[config.mk]
export PLATFORM = sky130hd
export DESIGN_NAME = ansi_csi_escape_parser_top_flat
export DESIGN_NICKNAME = d
export VERILOG_FILES = /design/src/hw/rtl/acsi_pkg.sv /design/src/hw/rtl/acsi_if.sv /design/src/hw/rtl/acsi_queue.sv /design/src/hw/rtl/acsi_front.sv /design/src/hw/rtl/acsi_back.sv /design/src/hw/rtl/ansi_csi_escape_parser_top.sv /design/src/flat_wrapper.sv
export SDC_FILE = /design/constraint.sdc
export NUM_CORES = 1
export LEC_CHECK = 0
export BUFFER_PORTS_ARGS = -buffer_cell sky130_fd_sc_hd__buf_2
export CAP_MARGIN = 20
export CORE_MARGIN = 2
export CORE_UTILIZATION = 65
export DETAILED_ROUTE_END_ITERATION = 10
export PLACE_DENSITY = 0.85
export REMOVE_ABC_BUFFERS = 1
export SYNTH_ARGS = -nofsm -noshare
export SYNTH_HDL_FRONTEND = slang
export SYNTH_SLANG_ARGS = --single-unit
[constraint.sdc]
create_clock -name i_clk -period 10 [get_ports i_clk]
set_input_delay 2 -clock i_clk [delete_from_list [all_inputs] [get_ports i_clk]]
set_output_delay 2 -clock i_clk [all_outputs]
set_load 0.01 [all_outputs]
[src/hw/rtl/acsi_pkg.sv]
// Shared types, constants and small decode functions of the escape parser.
// No dependencies; every other RTL file but acsi_if imports this package.
`default_nettype none

package acsi_pkg;

    // defaults for the top-level parameters
    localparam int unsigned DIGIT_LIMIT_DEF = 8;
    localparam int unsigned ARG_SLOTS_DEF   = 8;
    localparam int unsigned QUEUE_DEPTH_DEF = 2;

    // configuration port
    localparam int unsigned PADDR_W        = 3;
    localparam logic [PADDR_W-3:0] REG_LINE_WIDTH = '0;
    localparam logic [7:0] LINE_WIDTH_RST  = 8'd80;

    // characters
    localparam logic [7:0] CH_ESC    = 8'h1B;
    localparam logic [7:0] CH_LBRACK = 8'h5B;
    localparam logic [7:0] CH_SEMI   = 8'h3B;
    localparam logic [7:0] CH_0      = 8'h30;
    localparam logic [7:0] CH_9      = 8'h39;
    localparam logic [7:0] CH_UC_A   = 8'h41;
    localparam logic [7:0] CH_UC_Z   = 8'h5A;
    localparam logic [7:0] CH_LC_A   = 8'h61;
    localparam logic [7:0] CH_LC_Z   = 8'h7A;
    localparam logic [7:0] CH_UP     = 8'h41;  // A
    localparam logic [7:0] CH_DOWN   = 8'h42;  // B
    localparam logic [7:0] CH_RIGHT  = 8'h43;  // C
    localparam logic [7:0] CH_LEFT   = 8'h44;  // D
    localparam logic [7:0] CH_HOME   = 8'h48;  // H
    localparam logic [7:0] CH_CLEAR  = 8'h4A;  // J
    localparam logic [7:0] CH_ERASE  = 8'h4B;  // K
    localparam logic [7:0] CH_HVP    = 8'h66;  // f
    localparam logic [7:0] CH_SGR    = 8'h6D;  // m
    localparam logic [7:0] CH_SAVE   = 8'h73;  // s
    localparam logic [7:0] CH_RESTORE = 8'h75; // u

    // argument values
    localparam logic [15:0] SGR_RESET = 16'd0;
    localparam logic [15:0] SGR_BLINK = 16'd5;
    localparam logic [15:0] SGR_FG_LO = 16'd30;
    localparam logic [15:0] SGR_FG_HI = 16'd37;
    localparam logic [15:0] SGR_BG_LO = 16'd40;
    localparam logic [15:0] SGR_BG_HI = 16'd47;
    localparam logic [15:0] CLEAR_ALL = 16'd2;

    typedef enum logic [1:0] {
        MODE_NORMAL,
        MODE_BRACKET,
        MODE_PARAMS
    } t_mode;

    typedef enum logic [3:0] {
        ACT_NONE     = 4'd0,
        ACT_SET_ROW  = 4'd1,
        ACT_SET_COL  = 4'd2,
        ACT_SET_BOTH = 4'd3,
        ACT_ERASE    = 4'd4,
        ACT_CLEAR    = 4'd5,
        ACT_BLINK    = 4'd6,
        ACT_FG       = 4'd7,
        ACT_BG       = 4'd8
    } t_action;

    // one result's action and attribute
    typedef struct packed {
        t_action    action;
        logic [3:0] attr;
    } t_slot;

    // queue status seen by both sides
    typedef struct packed {
        logic full;
        logic empty;
    } t_q_status;

    function automatic logic [3:0] fg_colour(input logic [2:0] idx);
        logic [3:0] c;
        case (idx)
            3'd0: c = 4'd0;
            3'd1: c = 4'd4;
            3'd2: c = 4'd2;
            3'd3: c = 4'd14;
            3'd4: c = 4'd1;
            3'd5: c = 4'd5;
            3'd6: c = 4'd3;
            default: c = 4'd15;
        endcase
        return c;
    endfunction

    // brown and light grey in place of yellow and white
    function automatic logic [3:0] bg_colour(input logic [2:0] idx);
        logic [3:0] c;
        case (idx)
            3'd0: c = 4'd0;
            3'd1: c = 4'd4;
            3'd2: c = 4'd2;
            3'd3: c = 4'd6;
            3'd4: c = 4'd1;
            3'd5: c = 4'd5;
            3'd6: c = 4'd3;
            default: c = 4'd7;
        endcase
        return c;
    endfunction

    function automatic t_slot sgr_decode(input logic [15:0] v);
        t_slot      s;
        logic [15:0] d_fg;
        logic [15:0] d_bg;
        d_fg = v - SGR_FG_LO;
        d_bg = v - SGR_BG_LO;
        s.action = ACT_NONE;
        s.attr   = 4'd0;
        if (v == SGR_RESET) begin
            s.action = ACT_BLINK;
        end else if (v == SGR_BLINK) begin
            s.action = ACT_BLINK;
            s.attr   = 4'd1;
        end else if (v >= SGR_FG_LO && v <= SGR_FG_HI) begin
            s.action = ACT_FG;
            s.attr   = fg_colour(d_fg[2:0]);
        end else if (v >= SGR_BG_LO && v <= SGR_BG_HI) begin
            s.action = ACT_BG;
            s.attr   = bg_colour(d_bg[2:0]);
        end
        return s;
    endfunction

    function automatic logic [7:0] sat8(input logic [16:0] v);
        return (|v[16:8]) ? 8'hFF : v[7:0];
    endfunction

endpackage

`default_nettype wire

[src/hw/rtl/acsi_if.sv]
// Valid/ready channel interfaces for character words in and result words out.
// Standalone; used by the front end, the back end and the top level.
`default_nettype none

interface acsi_in_if;
    logic       valid;
    logic       ready;
    logic [7:0] ch;
    logic [7:0] cur_row;
    logic [7:0] cur_col;

    modport source (output valid, output ch, output cur_row, output cur_col, input ready);
    modport sink   (input valid, input ch, input cur_row, input cur_col, output ready);
endinterface

interface acsi_out_if;
    logic       valid;
    logic       ready;
    logic       consumed;
    logic [3:0] action;
    logic [7:0] row;
    logic [7:0] col;
    logic [3:0] attr_value;
    logic       last;

    modport source (output valid, output consumed, output action, output row, output col,
                    output attr_value, output last, input ready);
    modport sink   (input valid, input consumed, input action, input row, input col,
                    input attr_value, input last, output ready);
endinterface

`default_nettype wire

[src/hw/rtl/acsi_queue.sv]
// Short register queue between the parser front end and the result sequencer.
// Depends on acsi_pkg for the status struct.
`default_nettype none

module acsi_queue #(
    parameter int unsigned WIDTH = 8,
    parameter int unsigned DEPTH = acsi_pkg::QUEUE_DEPTH_DEF
) (
    input  logic                   i_clk,
    input  logic                   i_rst_n,
    input  logic                   i_push,
    input  logic [WIDTH-1:0]       i_data,
    input  logic                   i_pop,
    output logic [WIDTH-1:0]       o_data,
    output acsi_pkg::t_q_status    o_status
);
    import acsi_pkg::*;

    localparam int unsigned PTR_W = $clog2(DEPTH);
    localparam int unsigned CNT_W = $clog2(DEPTH + 1);

    logic [WIDTH-1:0] r_mem [DEPTH];
    logic [PTR_W-1:0] r_wptr, n_wptr;
    logic [PTR_W-1:0] r_rptr, n_rptr;
    logic [CNT_W-1:0] r_cnt, n_cnt;
    logic             do_push;
    logic             do_pop;

    assign o_status.full  = (r_cnt == CNT_W'(DEPTH));
    assign o_status.empty = (r_cnt == '0);
    assign do_push = i_push && !o_status.full;
    assign do_pop  = i_pop && !o_status.empty;
    assign o_data  = r_mem[r_rptr];

    always_comb begin
        n_wptr = r_wptr;
        n_rptr = r_rptr;
        n_cnt  = r_cnt;
        if (do_push) begin
            n_wptr = (r_wptr == PTR_W'(DEPTH - 1)) ? '0 : r_wptr + 1'b1;
        end
        if (do_pop) begin
            n_rptr = (r_rptr == PTR_W'(DEPTH - 1)) ? '0 : r_rptr + 1'b1;
        end
        if (do_push && !do_pop) begin
            n_cnt = r_cnt + 1'b1;
        end else if (do_pop && !do_push) begin
            n_cnt = r_cnt - 1'b1;
        end
    end

    always_ff @(posedge i_clk) begin
        if (!i_rst_n) begin
            r_wptr <= '0;
            r_rptr <= '0;
            r_cnt  <= '0;
        end else begin
            r_wptr <= n_wptr;
            r_rptr <= n_rptr;
            r_cnt  <= n_cnt;
        end
    end

    always_ff @(posedge i_clk) begin
        if (do_push) begin
            r_mem[r_wptr] <= i_data;
        end
    end

endmodule

`default_nettype wire

[src/hw/rtl/acsi_front.sv]
// Parser front end: takes character words, tracks the CSI sequence and
// turns each character into one queued command. Depends on acsi_pkg, acsi_if.
`default_nettype none

module acsi_front #(
    parameter int unsigned DIGIT_LIMIT = acsi_pkg::DIGIT_LIMIT_DEF,
    parameter int unsigned ARG_SLOTS   = acsi_pkg::ARG_SLOTS_DEF
) (
    input  logic                               i_clk,
    input  logic                               i_rst_n,
    acsi_in_if.sink                            i_in,
    input  logic [7:0]                         i_line_width,
    input  logic                               i_full,
    output logic                               o_push,
    output logic                               o_cmd_cons,
    output logic [7:0]                         o_cmd_row,
    output logic [7:0]                         o_cmd_col,
    output logic [$clog2(ARG_SLOTS+1)-1:0]     o_cmd_cnt,
    output acsi_pkg::t_slot [ARG_SLOTS-1:0]    o_cmd_slots
);
    import acsi_pkg::*;

    localparam int unsigned DC_W  = $clog2(DIGIT_LIMIT + 1);
    localparam int unsigned CNT_W = $clog2(ARG_SLOTS + 1);
    localparam int unsigned IDX_W = $clog2(ARG_SLOTS);

    t_mode              r_mode, n_mode;
    logic [DC_W-1:0]    r_dc, n_dc;
    logic [15:0]        r_acc, n_acc;
    logic [CNT_W-1:0]   r_argc, n_argc;
    logic [15:0]        r_store [ARG_SLOTS];
    logic [7:0]         r_sv_row, r_sv_col;
    logic               st_we;
    logic               save_cur;

    logic               accept;
    logic [7:0]         ch;
    logic               is_digit, is_letter, is_semi;
    logic               dc_full, slots_full;
    logic [19:0]        acc_x10;
    logic [15:0]        acc_sat;
    logic [15:0]        a0, a1;
    logic [16:0]        row_up, col_up;
    t_slot [ARG_SLOTS-1:0] sgr_slots;
    logic [CNT_W-1:0]   sgr_cnt;

    assign ch        = i_in.ch;
    assign i_in.ready = !i_full;
    assign accept    = i_in.valid && !i_full;
    assign o_push    = accept;

    assign is_digit  = (ch >= CH_0) && (ch <= CH_9);
    assign is_semi   = (ch == CH_SEMI);
    assign is_letter = ((ch >= CH_UC_A) && (ch <= CH_UC_Z)) ||
                       ((ch >= CH_LC_A) && (ch <= CH_LC_Z));
    assign dc_full    = (r_dc >= DC_W'(DIGIT_LIMIT));
    assign slots_full = (r_argc >= CNT_W'(ARG_SLOTS));

    // acc*10 + digit, clamped to 16 bits
    assign acc_x10 = 20'({r_acc, 3'b000}) + 20'({r_acc, 1'b0}) + 20'(ch[3:0]);
    assign acc_sat = (|acc_x10[19:16]) ? 16'hFFFF : acc_x10[15:0];

    // arguments as they stand once the pending number is pushed
    assign a0 = (r_argc == '0) ? r_acc : r_store[0];
    always_comb begin
        if (r_argc == CNT_W'(1)) begin
            a1 = r_acc;
        end else if (r_argc > CNT_W'(1)) begin
            a1 = r_store[1];
        end else begin
            a1 = 16'd0;
        end
    end

    assign row_up = 17'(i_in.cur_row) + 17'(a0);
    assign col_up = 17'(i_in.cur_col) + 17'(a0);

    // SGR words, decoded in parallel per slot
    for (genvar gi = 0; gi < ARG_SLOTS; gi++) begin : g_sgr
        logic [15:0] v;
        assign v = (CNT_W'(gi) == r_argc) ? r_acc : r_store[gi];
        assign sgr_slots[gi] = (CNT_W'(gi) <= r_argc) ? sgr_decode(v) : t_slot'('0);
    end
    assign sgr_cnt = slots_full ? CNT_W'(ARG_SLOTS) : r_argc + 1'b1;

    // next parse mode
    always_comb begin
        n_mode = r_mode;
        case (r_mode)
            MODE_NORMAL: begin
                if (ch == CH_ESC) begin
                    n_mode = MODE_BRACKET;
                end
            end
            MODE_BRACKET: begin
                n_mode = (ch == CH_LBRACK) ? MODE_PARAMS : MODE_NORMAL;
            end
            MODE_PARAMS: begin
                if ((is_digit && dc_full) || is_letter) begin
                    n_mode = MODE_NORMAL;
                end
            end
            default: n_mode = MODE_NORMAL;
        endcase
    end

    // argument accumulation
    always_comb begin
        n_dc     = r_dc;
        n_acc    = r_acc;
        n_argc   = r_argc;
        st_we    = 1'b0;
        save_cur = 1'b0;
        case (r_mode)
            MODE_NORMAL: begin
            end
            MODE_BRACKET: begin
                if (ch == CH_LBRACK) begin
                    n_dc   = '0;
                    n_acc  = '0;
                    n_argc = '0;
                end
            end
            MODE_PARAMS: begin
                if (is_semi) begin
                    st_we  = !slots_full;
                    n_argc = slots_full ? r_argc : r_argc + 1'b1;
                    n_acc  = '0;
                    n_dc   = '0;
                end else if (is_digit) begin
                    if (dc_full) begin
                        n_dc   = '0;
                        n_acc  = '0;
                        n_argc = '0;
                    end else begin
                        n_acc = acc_sat;
                        n_dc  = r_dc + 1'b1;
                    end
                end else if (is_letter) begin
                    save_cur = (ch == CH_SAVE);
                    n_dc     = '0;
                    n_acc    = '0;
                    n_argc   = '0;
                end
            end
            default: begin
                n_dc   = '0;
                n_acc  = '0;
                n_argc = '0;
            end
        endcase
    end

    // command for this character
    always_comb begin
        o_cmd_cons  = 1'b0;
        o_cmd_row   = 8'd0;
        o_cmd_col   = 8'd0;
        o_cmd_cnt   = CNT_W'(1);
        o_cmd_slots = '0;
        case (r_mode)
            MODE_NORMAL:  o_cmd_cons = (ch == CH_ESC);
            MODE_BRACKET: o_cmd_cons = (ch == CH_LBRACK);
            MODE_PARAMS: begin
                o_cmd_cons = 1'b1;
                if (is_letter) begin
                    case (ch)
                        CH_RESTORE: begin
                            o_cmd_slots[0].action = ACT_SET_BOTH;
                            o_cmd_row = r_sv_row;
                            o_cmd_col = r_sv_col;
                        end
                        CH_ERASE: begin
                            if (i_in.cur_col < i_line_width) begin
                                o_cmd_slots[0].action = ACT_ERASE;
                                o_cmd_row = i_in.cur_row;
                                o_cmd_col = i_in.cur_col;
                            end
                        end
                        CH_HOME, CH_HVP: begin
                            o_cmd_slots[0].action = ACT_SET_BOTH;
                            o_cmd_row = sat8(17'(a0));
                            o_cmd_col = sat8(17'(a1));
                        end
                        CH_UP: begin
                            o_cmd_slots[0].action = ACT_SET_ROW;
                            o_cmd_row = (a0 >= 16'(i_in.cur_row)) ? 8'd0
                                                                  : i_in.cur_row - a0[7:0];
                            o_cmd_col = i_in.cur_col;
                        end
                        CH_DOWN: begin
                            o_cmd_slots[0].action = ACT_SET_ROW;
                            o_cmd_row = sat8(row_up);
                            o_cmd_col = i_in.cur_col;
                        end
                        CH_RIGHT: begin
                            o_cmd_slots[0].action = ACT_SET_COL;
                            o_cmd_row = i_in.cur_row;
                            o_cmd_col = sat8(col_up);
                        end
                        CH_LEFT: begin
                            o_cmd_slots[0].action = ACT_SET_COL;
                            o_cmd_row = i_in.cur_row;
                            o_cmd_col = (a0 >= 16'(i_in.cur_col)) ? 8'd0
                                                                  : i_in.cur_col - a0[7:0];
                        end
                        CH_CLEAR: begin
                            if (a0 == CLEAR_ALL) begin
                                o_cmd_slots[0].action = ACT_CLEAR;
                            end
                        end
                        CH_SGR: begin
                            o_cmd_slots = sgr_slots;
                            o_cmd_cnt   = sgr_cnt;
                        end
                        default: begin
                        end
                    endcase
                end
            end
            default: o_cmd_cons = 1'b0;
        endcase
    end

    always_ff @(posedge i_clk) begin
        if (!i_rst_n) begin
            r_mode   <= MODE_NORMAL;
            r_dc     <= '0;
            r_acc    <= '0;
            r_argc   <= '0;
            r_sv_row <= 8'd0;
            r_sv_col <= 8'd0;
        end else if (accept) begin
            r_mode <= n_mode;
            r_dc   <= n_dc;
            r_acc  <= n_acc;
            r_argc <= n_argc;
            if (save_cur) begin
                r_sv_row <= i_in.cur_row;
                r_sv_col <= i_in.cur_col;
            end
        end
    end

    // slots above the count are never read, so no reset
    always_ff @(posedge i_clk) begin
        if (accept && st_we) begin
            r_store[r_argc[IDX_W-1:0]] <= r_acc;
        end
    end

endmodule

`default_nettype wire

[src/hw/rtl/acsi_back.sv]
// Result sequencer: pops commands and sends one result word per slot
// through a registered output stage. Depends on acsi_pkg, acsi_if.
`default_nettype none

module acsi_back #(
    parameter int unsigned ARG_SLOTS = acsi_pkg::ARG_SLOTS_DEF
) (
    input  logic                               i_clk,
    input  logic                               i_rst_n,
    input  acsi_pkg::t_q_status                i_status,
    output logic                               o_pop,
    input  logic                               i_cmd_cons,
    input  logic [7:0]                         i_cmd_row,
    input  logic [7:0]                         i_cmd_col,
    input  logic [$clog2(ARG_SLOTS+1)-1:0]     i_cmd_cnt,
    input  acsi_pkg::t_slot [ARG_SLOTS-1:0]    i_cmd_slots,
    acsi_out_if.source                         o_out
);
    import acsi_pkg::*;

    localparam int unsigned CNT_W = $clog2(ARG_SLOTS + 1);
    localparam int unsigned IDX_W = $clog2(ARG_SLOTS);

    logic [IDX_W-1:0] r_idx, n_idx;
    logic             r_valid;
    logic             r_cons;
    t_slot            r_slot;
    logic [7:0]       r_row, r_col;
    logic             r_last;
    logic             load;
    logic             head_last;

    assign head_last = ((CNT_W'(r_idx) + CNT_W'(1)) == i_cmd_cnt);
    assign load      = !i_status.empty && (!r_valid || o_out.ready);
    assign o_pop     = load && head_last;
    assign n_idx     = head_last ? '0 : r_idx + 1'b1;

    assign o_out.valid      = r_valid;
    assign o_out.consumed   = r_cons;
    assign o_out.action     = r_slot.action;
    assign o_out.attr_value = r_slot.attr;
    assign o_out.row        = r_row;
    assign o_out.col        = r_col;
    assign o_out.last       = r_last;

    always_ff @(posedge i_clk) begin
        if (!i_rst_n) begin
            r_valid <= 1'b0;
            r_idx   <= '0;
        end else if (load) begin
            r_valid <= 1'b1;
            r_idx   <= n_idx;
        end else if (o_out.ready) begin
            r_valid <= 1'b0;
        end
    end

    always_ff @(posedge i_clk) begin
        if (load) begin
            r_cons <= i_cmd_cons;
            r_slot <= i_cmd_slots[r_idx];
            r_row  <= i_cmd_row;
            r_col  <= i_cmd_col;
            r_last <= head_last;
        end
    end

endmodule

`default_nettype wire

[src/hw/rtl/ansi_csi_escape_parser_top.sv]
// Path: a character word taken is written into the command queue, and its first result word
//   is then loaded from the queue head into the output register that drives o_out.
// Throughput: one character word per cycle while the queue is not full; an SGR 'm' letter
//   holds the sequencer for one result word per stored argument (1..ARG_SLOTS), and the front
//   end runs on until the command queue (QUEUE_DEPTH entries) fills.
// Reset: synchronous, active low; clears parser state, saved cursor, queue and output
//   stage, and sets line_width to 80. No clearing pass: ready straight out of reset.
`default_nettype none

module ansi_csi_escape_parser_top #(
    parameter int unsigned DIGIT_LIMIT = acsi_pkg::DIGIT_LIMIT_DEF,
    parameter int unsigned ARG_SLOTS   = acsi_pkg::ARG_SLOTS_DEF,
    parameter int unsigned QUEUE_DEPTH = acsi_pkg::QUEUE_DEPTH_DEF
) (
    input  logic                          i_clk,
    input  logic                          i_rst_n,
    acsi_in_if.sink                       i_in,
    acsi_out_if.source                    o_out,
    input  logic                          psel,
    input  logic                          penable,
    input  logic                          pwrite,
    input  logic [acsi_pkg::PADDR_W-1:0]  paddr,
    input  logic [31:0]                   pwdata,
    output logic [31:0]                   prdata,
    output logic                          pready
);
    import acsi_pkg::*;

    localparam int unsigned CNT_W  = $clog2(ARG_SLOTS + 1);
    localparam int unsigned SLOT_W = $bits(t_slot);
    // queue word: consumed, row, col, result count, per-slot action/attr
    localparam int unsigned CMD_W  = 1 + 8 + 8 + CNT_W + ARG_SLOTS * SLOT_W;

    // ---------------------------------------------------------------
    // Configuration register. Registers sit on 32-bit word addresses;
    // the low two address bits are ignored.
    // ---------------------------------------------------------------
    logic [7:0] r_line_width;
    logic       reg_sel;
    logic       cfg_wr;

    assign reg_sel = (paddr[PADDR_W-1:2] == REG_LINE_WIDTH);
    assign cfg_wr  = psel && penable && pwrite;
    assign pready  = 1'b1;
    assign prdata  = reg_sel ? {24'd0, r_line_width} : 32'd0;

    always_ff @(posedge i_clk) begin
        if (!i_rst_n) begin
            r_line_width <= LINE_WIDTH_RST;
        end else if (cfg_wr && reg_sel) begin
            r_line_width <= pwdata[7:0];
        end
    end

    // ---------------------------------------------------------------
    // Front end: parses one character word per cycle while the queue is not
    // full and writes one command per character into the queue.
    // ---------------------------------------------------------------
    logic                   push;
    logic                   f_cons;
    logic [7:0]             f_row, f_col;
    logic [CNT_W-1:0]       f_cnt;
    t_slot [ARG_SLOTS-1:0]  f_slots;
    t_q_status              q_status;

    acsi_front #(
        .DIGIT_LIMIT (DIGIT_LIMIT),
        .ARG_SLOTS   (ARG_SLOTS)
    ) u_front (
        .i_clk        (i_clk),
        .i_rst_n      (i_rst_n),
        .i_in         (i_in),
        .i_line_width (r_line_width),
        .i_full       (q_status.full),
        .o_push       (push),
        .o_cmd_cons   (f_cons),
        .o_cmd_row    (f_row),
        .o_cmd_col    (f_col),
        .o_cmd_cnt    (f_cnt),
        .o_cmd_slots  (f_slots)
    );

    // ---------------------------------------------------------------
    // Command queue: lets the parser run on while a multi-result SGR
    // command is still being sent out.
    // ---------------------------------------------------------------
    logic [CMD_W-1:0]       q_wdata, q_rdata;
    logic                   pop;
    logic                   b_cons;
    logic [7:0]             b_row, b_col;
    logic [CNT_W-1:0]       b_cnt;
    t_slot [ARG_SLOTS-1:0]  b_slots;

    assign q_wdata = {f_cons, f_row, f_col, f_cnt, f_slots};
    assign {b_cons, b_row, b_col, b_cnt, b_slots} = q_rdata;

    acsi_queue #(
        .WIDTH (CMD_W),
        .DEPTH (QUEUE_DEPTH)
    ) u_queue (
        .i_clk    (i_clk),
        .i_rst_n  (i_rst_n),
        .i_push   (push),
        .i_data   (q_wdata),
        .i_pop    (pop),
        .o_data   (q_rdata),
        .o_status (q_status)
    );

    // ---------------------------------------------------------------
    // Back end: one result word per cycle from the queue head while o_out is
    // not stalled, with last set on the final word of each command.
    // ---------------------------------------------------------------
    acsi_back #(
        .ARG_SLOTS (ARG_SLOTS)
    ) u_back (
        .i_clk       (i_clk),
        .i_rst_n     (i_rst_n),
        .i_status    (q_status),
        .o_pop       (pop),
        .i_cmd_cons  (b_cons),
        .i_cmd_row   (b_row),
        .i_cmd_col   (b_col),
        .i_cmd_cnt   (b_cnt),
        .i_cmd_slots (b_slots),
        .o_out       (o_out)
    );

endmodule

`default_nettype wire

[src/flat_wrapper.sv]
// flat-port wrapper written by rule: the top's interface ports become plain ports
module ansi_csi_escape_parser_top_flat import acsi_pkg::*;
#(
    parameter int unsigned DIGIT_LIMIT = acsi_pkg::DIGIT_LIMIT_DEF,
    parameter int unsigned ARG_SLOTS   = acsi_pkg::ARG_SLOTS_DEF,
    parameter int unsigned QUEUE_DEPTH = acsi_pkg::QUEUE_DEPTH_DEF
)
  (i_clk, i_rst_n, psel, penable, pwrite, paddr, pwdata, prdata, pready, i_in_valid, i_in_ch, i_in_cur_row, i_in_cur_col, i_in_ready, o_out_valid, o_out_consumed, o_out_action, o_out_row, o_out_col, o_out_attr_value, o_out_last, o_out_ready);
  acsi_in_if i_in_i ();
  acsi_out_if o_out_i ();
  input  logic i_clk;
  input  logic i_rst_n;
  input  logic psel;
  input  logic penable;
  input  logic pwrite;
  input  logic [acsi_pkg::PADDR_W-1:0] paddr;
  input  logic [31:0] pwdata;
  output logic [31:0] prdata;
  output logic pready;
  input wire logic [$bits(i_in_i.valid)-1:0] i_in_valid;
  input wire logic [$bits(i_in_i.ch)-1:0] i_in_ch;
  input wire logic [$bits(i_in_i.cur_row)-1:0] i_in_cur_row;
  input wire logic [$bits(i_in_i.cur_col)-1:0] i_in_cur_col;
  output wire logic [$bits(i_in_i.ready)-1:0] i_in_ready;
  output wire logic [$bits(o_out_i.valid)-1:0] o_out_valid;
  output wire logic [$bits(o_out_i.consumed)-1:0] o_out_consumed;
  output wire logic [$bits(o_out_i.action)-1:0] o_out_action;
  output wire logic [$bits(o_out_i.row)-1:0] o_out_row;
  output wire logic [$bits(o_out_i.col)-1:0] o_out_col;
  output wire logic [$bits(o_out_i.attr_value)-1:0] o_out_attr_value;
  output wire logic [$bits(o_out_i.last)-1:0] o_out_last;
  input wire logic [$bits(o_out_i.ready)-1:0] o_out_ready;
  assign i_in_i.valid = i_in_valid;
  assign i_in_i.ch = i_in_ch;
  assign i_in_i.cur_row = i_in_cur_row;
  assign i_in_i.cur_col = i_in_cur_col;
  assign i_in_ready = i_in_i.ready;
  assign o_out_valid = o_out_i.valid;
  assign o_out_consumed = o_out_i.consumed;
  assign o_out_action = o_out_i.action;
  assign o_out_row = o_out_i.row;
  assign o_out_col = o_out_i.col;
  assign o_out_attr_value = o_out_i.attr_value;
  assign o_out_last = o_out_i.last;
  assign o_out_i.ready = o_out_ready;
  ansi_csi_escape_parser_top #(.DIGIT_LIMIT(DIGIT_LIMIT), .ARG_SLOTS(ARG_SLOTS), .QUEUE_DEPTH(QUEUE_DEPTH)) u_core (.i_clk(i_clk), .i_rst_n(i_rst_n), .i_in(i_in_i), .o_out(o_out_i), .psel(psel), .penable(penable), .pwrite(pwrite), .paddr(paddr), .pwdata(pwdata), .prdata(prdata), .pready(pready));
endmodule
Word-level counts from Yosys, hierarchy flattened

Memory sizes are Yosys's and may differ from the RTL's. A register that Yosys moved wholly into a read port is not among the register bits.
Cells that the tools add are included.

Add/sub/neg operators: 30
$lt $le $gt $ge: 53
Equality and inequality tests: 137
Multiplexer cells: 144
Bitwise operators: 2
Reduce and logical (&&, ||, !) cells: 82

Operator list:

| operator              | count |
|---|---|
| $mux W8               | 46 |
| $le A16 B6 Y1 const B | 16 |
| $mux W16              | 16 |
| $pmux W4 S7           | 8 |
| $pmux W3 S7           | 8 |
| $eq A3 B3 Y1 const B  | 48 |
| $eq A16 B3 Y1 const B | 8 |
| $ge A16 B5 Y1 const B | 8 |
| $ge A16 B6 Y1 const B | 8 |
| $logic_not A16 Y1     | 8 |
| $mux W64              | 2 |
| $mux W4               | 30 |
| $eq A3 B2 Y1 const B  | 32 |
| $eq A8 B7 Y1 const B  | 12 |
| $pmux W8 S6           | 2 |
| $mux W56              | 1 |
| $eq A3 B1 Y1 const B  | 16 |
| $logic_not A3 Y1      | 16 |
| $pmux W16 S3          | 1 |
| $add A8 B16 Y17       | 2 |
| $ge A16 B8 Y1         | 2 |
| $logic_and A1 B1 Y1   | 31 |
| $bmux W8 S3           | 1 |
| $pmux W4 S3           | 2 |
| other kinds (56)      | 124 |

Flip-flop bits (word level): 84
RAM bits: 298
Input bits: 66
Output and inout port bits: 61
Logic and storage cells: 468
Memories: 2

Memories:

| memory                 | depth | width | read ports | clocked after memory_dff | wr ports | RTL line         | source |
|---|---|---|---|---|---|---|---|
| u_core.u_queue.r_mem   | 2     | 85    | 1          | 1                        | 1        | acsi_queue.sv:22 | `logic [WIDTH-1:0] r_mem [DEPTH];` |
| u_core.u_front.r_store | 8     | 16    | 8          | 0                        | 1        | acsi_front.sv:31 | `logic [15:0] r_store [ARG_SLOTS];` |

Logic depth before layout (Yosys ltp)

Depth in word-level cells: 13
Gate-level depth with buffers: 18
Mapped depth without buffers: 16

Cells and area by module

Synthesis repeated with hierarchy kept, for this count alone.

Cell total of the unflattened synthesis: 1806
Area total of the unflattened synthesis: 21232.9 sq um

By module, submodules not included:

| module                     | instances | cells an instance | area each (sq um) | seq. area each (sq um) |
|---|---|---|---|---|
| acsi_front                 | 1         | 1363              | 12679.7           | 4684.5 |
| acsi_queue                 | 1         | 289               | 6374.9            | 5205.0 |
| acsi_back                  | 1         | 84                | 1577.8            | 860.8 |
| ansi_csi_escape_parser_top | 1         | 70                | 600.6             | 160.2 |

Worst setup path before layout

OpenSTA, ideal clock, no wires.

Path kind: input to register
Start: in i_in_valid
End: mem u_core.u_queue.r_mem[0][0] (netlist bit) (enable)
Library setup time: 0.517 ns
Arrival time: 5.419 ns
Data required time: 9.483 ns
Path slack: 4.065 ns
Stages: 2
Path buffers: 0
Cells stage by stage: nand2_1 -> nor2_1

Longest elaborated chain between the ends: 4

RTL lines:

| what                          | RTL line           | source |
|---|---|---|
| from (decl)                   | flat_wrapper.sv:20 | `input wire logic [$bits(i_in_i.valid)-1:0] i_in_valid;` |
| $logic_and A1 B1 Y1           | acsi_front.sv:49   | `assign accept = i_in.valid && !i_full;` |
| $logic_and A1 B1 Y1           | acsi_queue.sv:31   | `assign do_push = i_push && !o_status.full;` |
| $mux W1                       | acsi_queue.sv:65   | `if (do_push) begin` |
| $mux W1 (not written as such) | acsi_queue.sv:66   | `r_mem[r_wptr] <= i_data;` |
| to (decl)                     | acsi_queue.sv:22   |  |

Every way passes these cells.

Worst setup path in the final report

Start: reg u_core.u_front.r_argc[1]
End: mem u_core.u_queue.r_mem[0][82] (netlist bit), data pin

Longest elaborated chain between the ends: 8
Elaborated cells on any way between the ends: 13
Those cells by class: 2 x add/sub; 1 x order compare; 7 x mux; 3 x reduce/logical

RTL lines:

| what                   | RTL line                         | source |
|---|---|---|
| from (decl)            | acsi_front.sv:30                 | `logic [CNT_W-1:0] r_argc, n_argc;` |
| from (signal assigned) | acsi_front.sv:237                | `r_argc <= n_argc;` |
| $logic_not A4 Y1 *     | acsi_front.sv:64                 | `assign a0 = (r_argc == '0) ? r_acc : r_store[0];` |
| $mux W16 *             | acsi_front.sv:64                 |  |
| $add A8 B16 Y17        | acsi_front.sv:75                 | `assign row_up = 17'(i_in.cur_row) + 17'(a0);` |
| $reduce_or A9 Y1       | acsi_pkg.sv:133                  | `return (\|v[16:8]) ? 8'hFF : v[7:0];` |
| $mux W8                | acsi_pkg.sv:133                  |  |
| $pmux W8 S6 *          | acsi_front.sv:167                | `case (ch)` |
| $mux W8 *              | acsi_front.sv:166                | `if (is_letter) begin` |
| $mux W8 *              | acsi_front.sv:161                | `case (r_mode)` |
| net u_core.f_row[6]    | ansi_csi_escape_parser_top.sv:61 | `logic [7:0] f_row, f_col;` |

The timed path passes the listed nets; every way through them passes the cells marked *.

==> impl_results.html <==
<table>
<tr><th>Metric</th><th>Value</th></tr>
<tr><th colspan="2">Floorplanning</th></tr>
<tr><td>Die outline height</td><td>179.0 µm</td></tr>
<tr><td>Die W</td><td>179.0 µm</td></tr>
<tr><td>Core Box Area</td><td>between 30000 and 40000 µm²</td></tr>
<tr><td>Top-Level Pins</td><td>127</td></tr>
<tr><td>Row Count</td><td>64</td></tr>
<tr><td>Area of the die</td><td>32020 µm²</td></tr>
<tr><td>Starting utilization of the core area</td><td>65.56%</td></tr>
<tr><th colspan="2">Clock network</th></tr>
<tr><td>Number of buffers inserted for hold repair after clock tree synthesis</td><td>0</td></tr>
<tr><td>Max Root-Sink Buffers</td><td>3</td></tr>
<tr><td>Count of buffers added by post-CTS timing repair for setup</td><td>0</td></tr>
<tr><td>Count of clock tree sinks</td><td>369</td></tr>
<tr><td>Total CTS buffers</td><td>38</td></tr>
<tr><td>Reg clk slew, reported paths</td><td>0.06 ns</td></tr>
<tr><td>Level count of the clock H-tree</td><td>2</td></tr>
<tr><td>Clock insertion delay at the later pin of the skew report</td><td>0.55 ns</td></tr>
<tr><td>TritonCTS clock tree</td><td>done</td></tr>
<tr><td>Cells resized by post-CTS repair</td><td>0</td></tr>
<tr><td>Clock root buffer</td><td>sky130_fd_sc_hd__clkbuf_16</td></tr>
<tr><th colspan="2">Global routing</th></tr>
<tr><td>Global-route wire length before repair</td><td>75000 µm</td></tr>
<tr><td>Largest net degree at the start of global routing</td><td>80</td></tr>
<tr><td>Vias in the first global route</td><td>13560</td></tr>
<tr><td>Global Route Usage Sum</td><td>30.50%</td></tr>
<tr><td>Initial antenna violation count</td><td>0</td></tr>
<tr><td>Remaining global-route overflow</td><td>0</td></tr>
<tr><th colspan="2">Pwr</th></tr>
<tr><td>Sequential power share</td><td>roughly 50%</td></tr>
<tr><td>Maximum VDD drop</td><td>between 0.0001 and 0.00015 V</td></tr>
<tr><td>Leak Pwr</td><td>8.618 nW</td></tr>
<tr><td>Proportion of total power due to net switching</td><td>25.27%</td></tr>
<tr><td>Combinational cell fraction of total power</td><td>14.4%</td></tr>
<tr><td>Switching Power</td><td>0.9807 mW</td></tr>
<tr><td>Power density normalized to cell area</td><td>177.8 nW/µm²</td></tr>
<tr><td>Clock Power Share</td><td>35.9%</td></tr>
<tr><td>P_int</td><td>2.901 mW</td></tr>
<tr><th colspan="2">Synthesis</th></tr>
<tr><td>Seq/Total Area, Yosys</td><td>52.72%</td></tr>
<tr><td>Area contributors post-synth</td><td>sky130_fd_sc_hd__edfxtp_1, sky130_fd_sc_hd__ha_1, sky130_fd_sc_hd__dfxtp_1</td></tr>
<tr><td>Cell area after synthesis</td><td>19900 µm²</td></tr>
<tr><td>Fraction of synthesis flops using an asynchronous set or reset pin</td><td>0%</td></tr>
<tr><td>Flip-flop cell with the highest count after synthesis</td><td>sky130_fd_sc_hd__edfxtp_1</td></tr>
<tr><td>List of most frequent post-synthesis cells</td><td>sky130_fd_sc_hd__edfxtp_1, sky130_fd_sc_hd__nor2_1, sky130_fd_sc_hd__nand2_1</td></tr>
<tr><td>Number of instances in the synthesized netlist</td><td>between 1500 and 2000</td></tr>
<tr><td>Post-synthesis register bit count</td><td>369</td></tr>
<tr><td>Synthesized area per cell</td><td>between 10 and 15 µm²</td></tr>
<tr><td>Number of distinct library cells after synthesis</td><td>between 90 and 100</td></tr>
<tr><td>Most frequently used cell type in the post-synthesis netlist</td><td>sky130_fd_sc_hd__edfxtp_1</td></tr>
<tr><td>Biggest area consumer among synthesized cells</td><td>sky130_fd_sc_hd__edfxtp_1</td></tr>
<tr><td>Top-area cell type share of the netlist area</td><td>between 40% and 50%</td></tr>
<tr><td>Number of synthesized flops with an enable pin</td><td>310</td></tr>
<tr><td>Warning count from the yosys run</td><td>0</td></tr>
<tr><th colspan="2">Timing</th></tr>
<tr><td>Share of the clock period used by the worst path</td><td>53.70%</td></tr>
<tr><td>RSZ-0062 raised after global routing</td><td>false</td></tr>
<tr><td>Achievable clock frequency</td><td>186.2 MHz</td></tr>
<tr><td>Worst-case clock skew</td><td>0.02957 ns</td></tr>
<tr><td>Slew @ Worst Pin</td><td>1.114 ns</td></tr>
<tr><td>Final critical-path required period</td><td>~5.4 ns</td></tr>
<tr><td>Number of max-slew violations in the final report</td><td>0</td></tr>
<tr><td>Hold Fails Final Rpt</td><td>0</td></tr>
<tr><td>Post-route setup TNS</td><td>0 ns</td></tr>
<tr><td>Final setup fails</td><td>0</td></tr>
<tr><td>Relative max-transition margin</td><td>25.62%</td></tr>
<tr><td>Worst setup slack after layout</td><td>4.630 ns</td></tr>
<tr><th colspan="2">Critical path</th></tr>
<tr><td>Sequence of cells on the critical path</td><td>inv_1 &gt; ha_1 &gt; nor3b_4 &gt; buf_4 &gt; mux2i_1 &gt; inv_1 &gt; ha_1 &gt; inv_1 &gt; fa_1 &gt; o21bai_1 &gt; a221oi_1 &gt; nand3b_1 &gt; and3_1 &gt; mux2_2 &gt; a31o_2 &gt; o221ai_1</td></tr>
<tr><td>Number of cell instances on the worst register-to-register path</td><td>16</td></tr>
<tr><td>Slowest stage delay, CP</td><td>0.82 ns</td></tr>
<tr><td>Largest delay contributor family on the critical path</td><td>compound AO/OA/AOI/OAI gates</td></tr>
<tr><td>Start-to-end type of the worst setup path</td><td>flop to flop</td></tr>
<tr><td>Cell depth of the worst setup path</td><td>16</td></tr>
<tr><td>Worst EP arrival</td><td>~5.6 ns</td></tr>
<tr><td>Highest-delay cell along the critical path</td><td>sky130_fd_sc_hd__dfxtp_1</td></tr>
<tr><td>Required @ worst endpoint</td><td>10.18 ns</td></tr>
<tr><td>Startpoint kind of the worst setup timing path</td><td>flop</td></tr>
<tr><td>Total buffers and inverters traversed by the critical path</td><td>4</td></tr>
<tr><td>Dominant cell type by count on the critical path</td><td>sky130_fd_sc_hd__inv_1</td></tr>
<tr><td>Kind of end point of the critical path</td><td>flop</td></tr>
<tr><td>Crit path max fanout</td><td>23</td></tr>
<tr><th colspan="2">Route</th></tr>
<tr><td>Routed via count divided by cell count</td><td>around 6.4</td></tr>
<tr><td>DRC errors left</td><td>0</td></tr>
<tr><td>DR iter-0 viols</td><td>1816</td></tr>
<tr><td>Routed wire length per instance</td><td>21.73 µm</td></tr>
<tr><td>Final wirelength</td><td>47940 µm</td></tr>
<tr><td>Final antenna-violating net count</td><td>0</td></tr>
<tr><td>DR vias</td><td>approximately 14000</td></tr>
<tr><td>DR pass1 iterations</td><td>7</td></tr>
<tr><th colspan="2">Hold path</th></tr>
<tr><td>WHS Path Cells</td><td>2</td></tr>
<tr><td>Type of the worst min-delay path</td><td>flop to flop</td></tr>
<tr><th colspan="2">Final layout</th></tr>
<tr><td>Post-layout nets</td><td>1954</td></tr>
<tr><td>Cell area after layout</td><td>21830 µm²</td></tr>
<tr><td>FF+latch area</td><td>10490 µm²</td></tr>
<tr><td>Synth-to-Final Area Change</td><td>9.697%</td></tr>
<tr><td>Share of post-route cells with drive strength above 1</td><td>14.25%</td></tr>
<tr><td>Fill cells</td><td>just over 2000</td></tr>
<tr><td>Antenna diodes</td><td>0</td></tr>
<tr><td>Area occupied by multi-input gates</td><td>8770 µm²</td></tr>
<tr><th colspan="2">Run</th></tr>
<tr><td>Maxcap violations</td><td>0</td></tr>
<tr><th colspan="2">Place</th></tr>
<tr><td>Placed wire-length estimate after detailed placement</td><td>32720 µm</td></tr>
<tr><td>GP Congestion</td><td>1.006</td></tr>
<tr><td>Post-placement setup slack</td><td>around 4.6 ns</td></tr>
<tr><td>Instance area after placement</td><td>about 21000 µm²</td></tr>
<tr><td>Quantity of I/O buffers inserted on ports</td><td>75</td></tr>
<tr><th colspan="2">Run status</th></tr>
<tr><td>Result of the run</td><td>completed</td></tr>
</table>
-- worst register-to-register path: cells and delay by family (launching register included) --
| kind | cells | cell delay (ns) |
|---|---|---|
| simple gates | 3 | 0.57 |
| mux | 2 | 0.88 |
| flops | 1 | 0.82 |
| buf+inv | 4 | 0.80 |
| fa+ha+maj | 3 | 0.78 |
| compound gates | 4 | 1.17 |
-- kinds of logic after synthesis --
| group | count (synthesis) | synth area share, % |
|---|---|---|
| XOR/XNOR | 52 | 2.289 |
| multiplexers | 112 | 7.898 |
| adder cells (fa/ha/maj) | 106 | 6.892 |
| other | 2 | 0.03775 |
| AO/OA/AOI/OAI | 368 | 12.39 |
| buffers and inverters | 166 | 3.798 |
| flip-flops | 369 | 52.72 |
| AND/OR/NAND/NOR | 541 | 13.97 |
-- final cells by class --
class,instances,share of cell area [%]
clock buffer,51,4.626
clock inverter,17,0.9344
inverter,67,1.152
multi-input combinational,1204,40.18
sequential,369,48.07
tap,396,2.270
timing repair buffer,102,2.769
-- sequential cells by signal, indices dropped and copies added, names as in the netlist, 8 cells and up, named ones only --
name	count
u_core.r_line_width	8
u_core.u_back.o_out.row	8
u_core.u_front.r_acc	16
u_core.u_front.r_sv_col	8
u_core.u_front.r_sv_row	8
u_core.u_queue.r_mem	156
u_core.u_front.r_store	128
u_core.u_back.o_out.col	8
-- routing by layer --
metal	global-route usage (%)	part of all wire (%)	vias to the layer above
li1	-	-	6539
met1	43.44	42	6865
met2	47.48	46	690
met3	6.679	9.8	112
met4	8.570	2.5	0
met5	0	0	-
-- metrics by stage --
step,std cells,power (mW),utilization (%),hold WS (ns)
after floorplan,1640,2.320,-,0.4434
after global routing,2206,4.021,71.92,0.5016
after CTS,2202,3.899,71.79,0.4700
after global placement,2130,2.486,67.63,0.4540
after detailed placement,2134,2.518,67.79,0.4617
final,2206,3.882,71.92,0.4676
-- final timing paths --
check / to / startpoint / slack [ns]
worst max-delay path: u_core.u_queue.r_mem[0][82] / u_core.u_front.r_argc[1] / 4.63
worst max register to register: u_core.u_queue.r_mem[0][82] / u_core.u_front.r_argc[1] / 4.63
worst min-delay path: u_core.r_line_width[1] / u_core.r_line_width[1] / 0.47
worst min register to register: u_core.r_line_width[1] / u_core.r_line_width[1] / 0.47
-- cells in the final DEF, fill, tap and decap left out, types with 8 or more instances in the layout --
cell	count
sky130_fd_sc_hd__a211oi_1	9
sky130_fd_sc_hd__a21boi_0	16
sky130_fd_sc_hd__a21o_1	15
sky130_fd_sc_hd__a21oi_1	83
sky130_fd_sc_hd__a221oi_1	11
sky130_fd_sc_hd__a31oi_1	13
sky130_fd_sc_hd__and2_1	13
sky130_fd_sc_hd__and3_1	8
sky130_fd_sc_hd__buf_2	75
sky130_fd_sc_hd__buf_4	21
sky130_fd_sc_hd__clkbuf_1	12
sky130_fd_sc_hd__clkbuf_16	38
sky130_fd_sc_hd__conb_1	25
sky130_fd_sc_hd__dfxtp_1	58
sky130_fd_sc_hd__edfxtp_1	310
sky130_fd_sc_hd__ha_1	100
sky130_fd_sc_hd__inv_1	67
sky130_fd_sc_hd__mux2_2	30
sky130_fd_sc_hd__mux2i_1	49
sky130_fd_sc_hd__mux4_2	33
sky130_fd_sc_hd__nand2_1	125
sky130_fd_sc_hd__nand2b_1	24
sky130_fd_sc_hd__nand3_1	25
sky130_fd_sc_hd__nand4_1	8
sky130_fd_sc_hd__nor2_1	145
sky130_fd_sc_hd__nor2b_1	37
sky130_fd_sc_hd__nor3_1	44
sky130_fd_sc_hd__nor4_1	23
sky130_fd_sc_hd__o211ai_1	12
sky130_fd_sc_hd__o21a_1	12
sky130_fd_sc_hd__o21ai_0	86
sky130_fd_sc_hd__o21ai_1	8
sky130_fd_sc_hd__o21bai_1	14
sky130_fd_sc_hd__o31ai_1	8
sky130_fd_sc_hd__or2_2	8
sky130_fd_sc_hd__or3_1	15
sky130_fd_sc_hd__or4_1	11
sky130_fd_sc_hd__xnor2_1	37
sky130_fd_sc_hd__xor2_1	15
-- power by group through the flow --
stage | Combinational [mW] | Clock [mW] | Sequential (mW)
6_report | 0.561 | 1.39 | 1.93
5_1_grt | 0.607 | 1.47 | 1.95
3_5_place_dp | 0.557 | 0 | 1.96
2_1_floorplan | 0.309 | 0 | 2.01
3_3_place_gp | 0.541 | 0 | 1.95
4_1_cts | 0.565 | 1.40 | 1.93
Power figures use the tool's default switching activity.
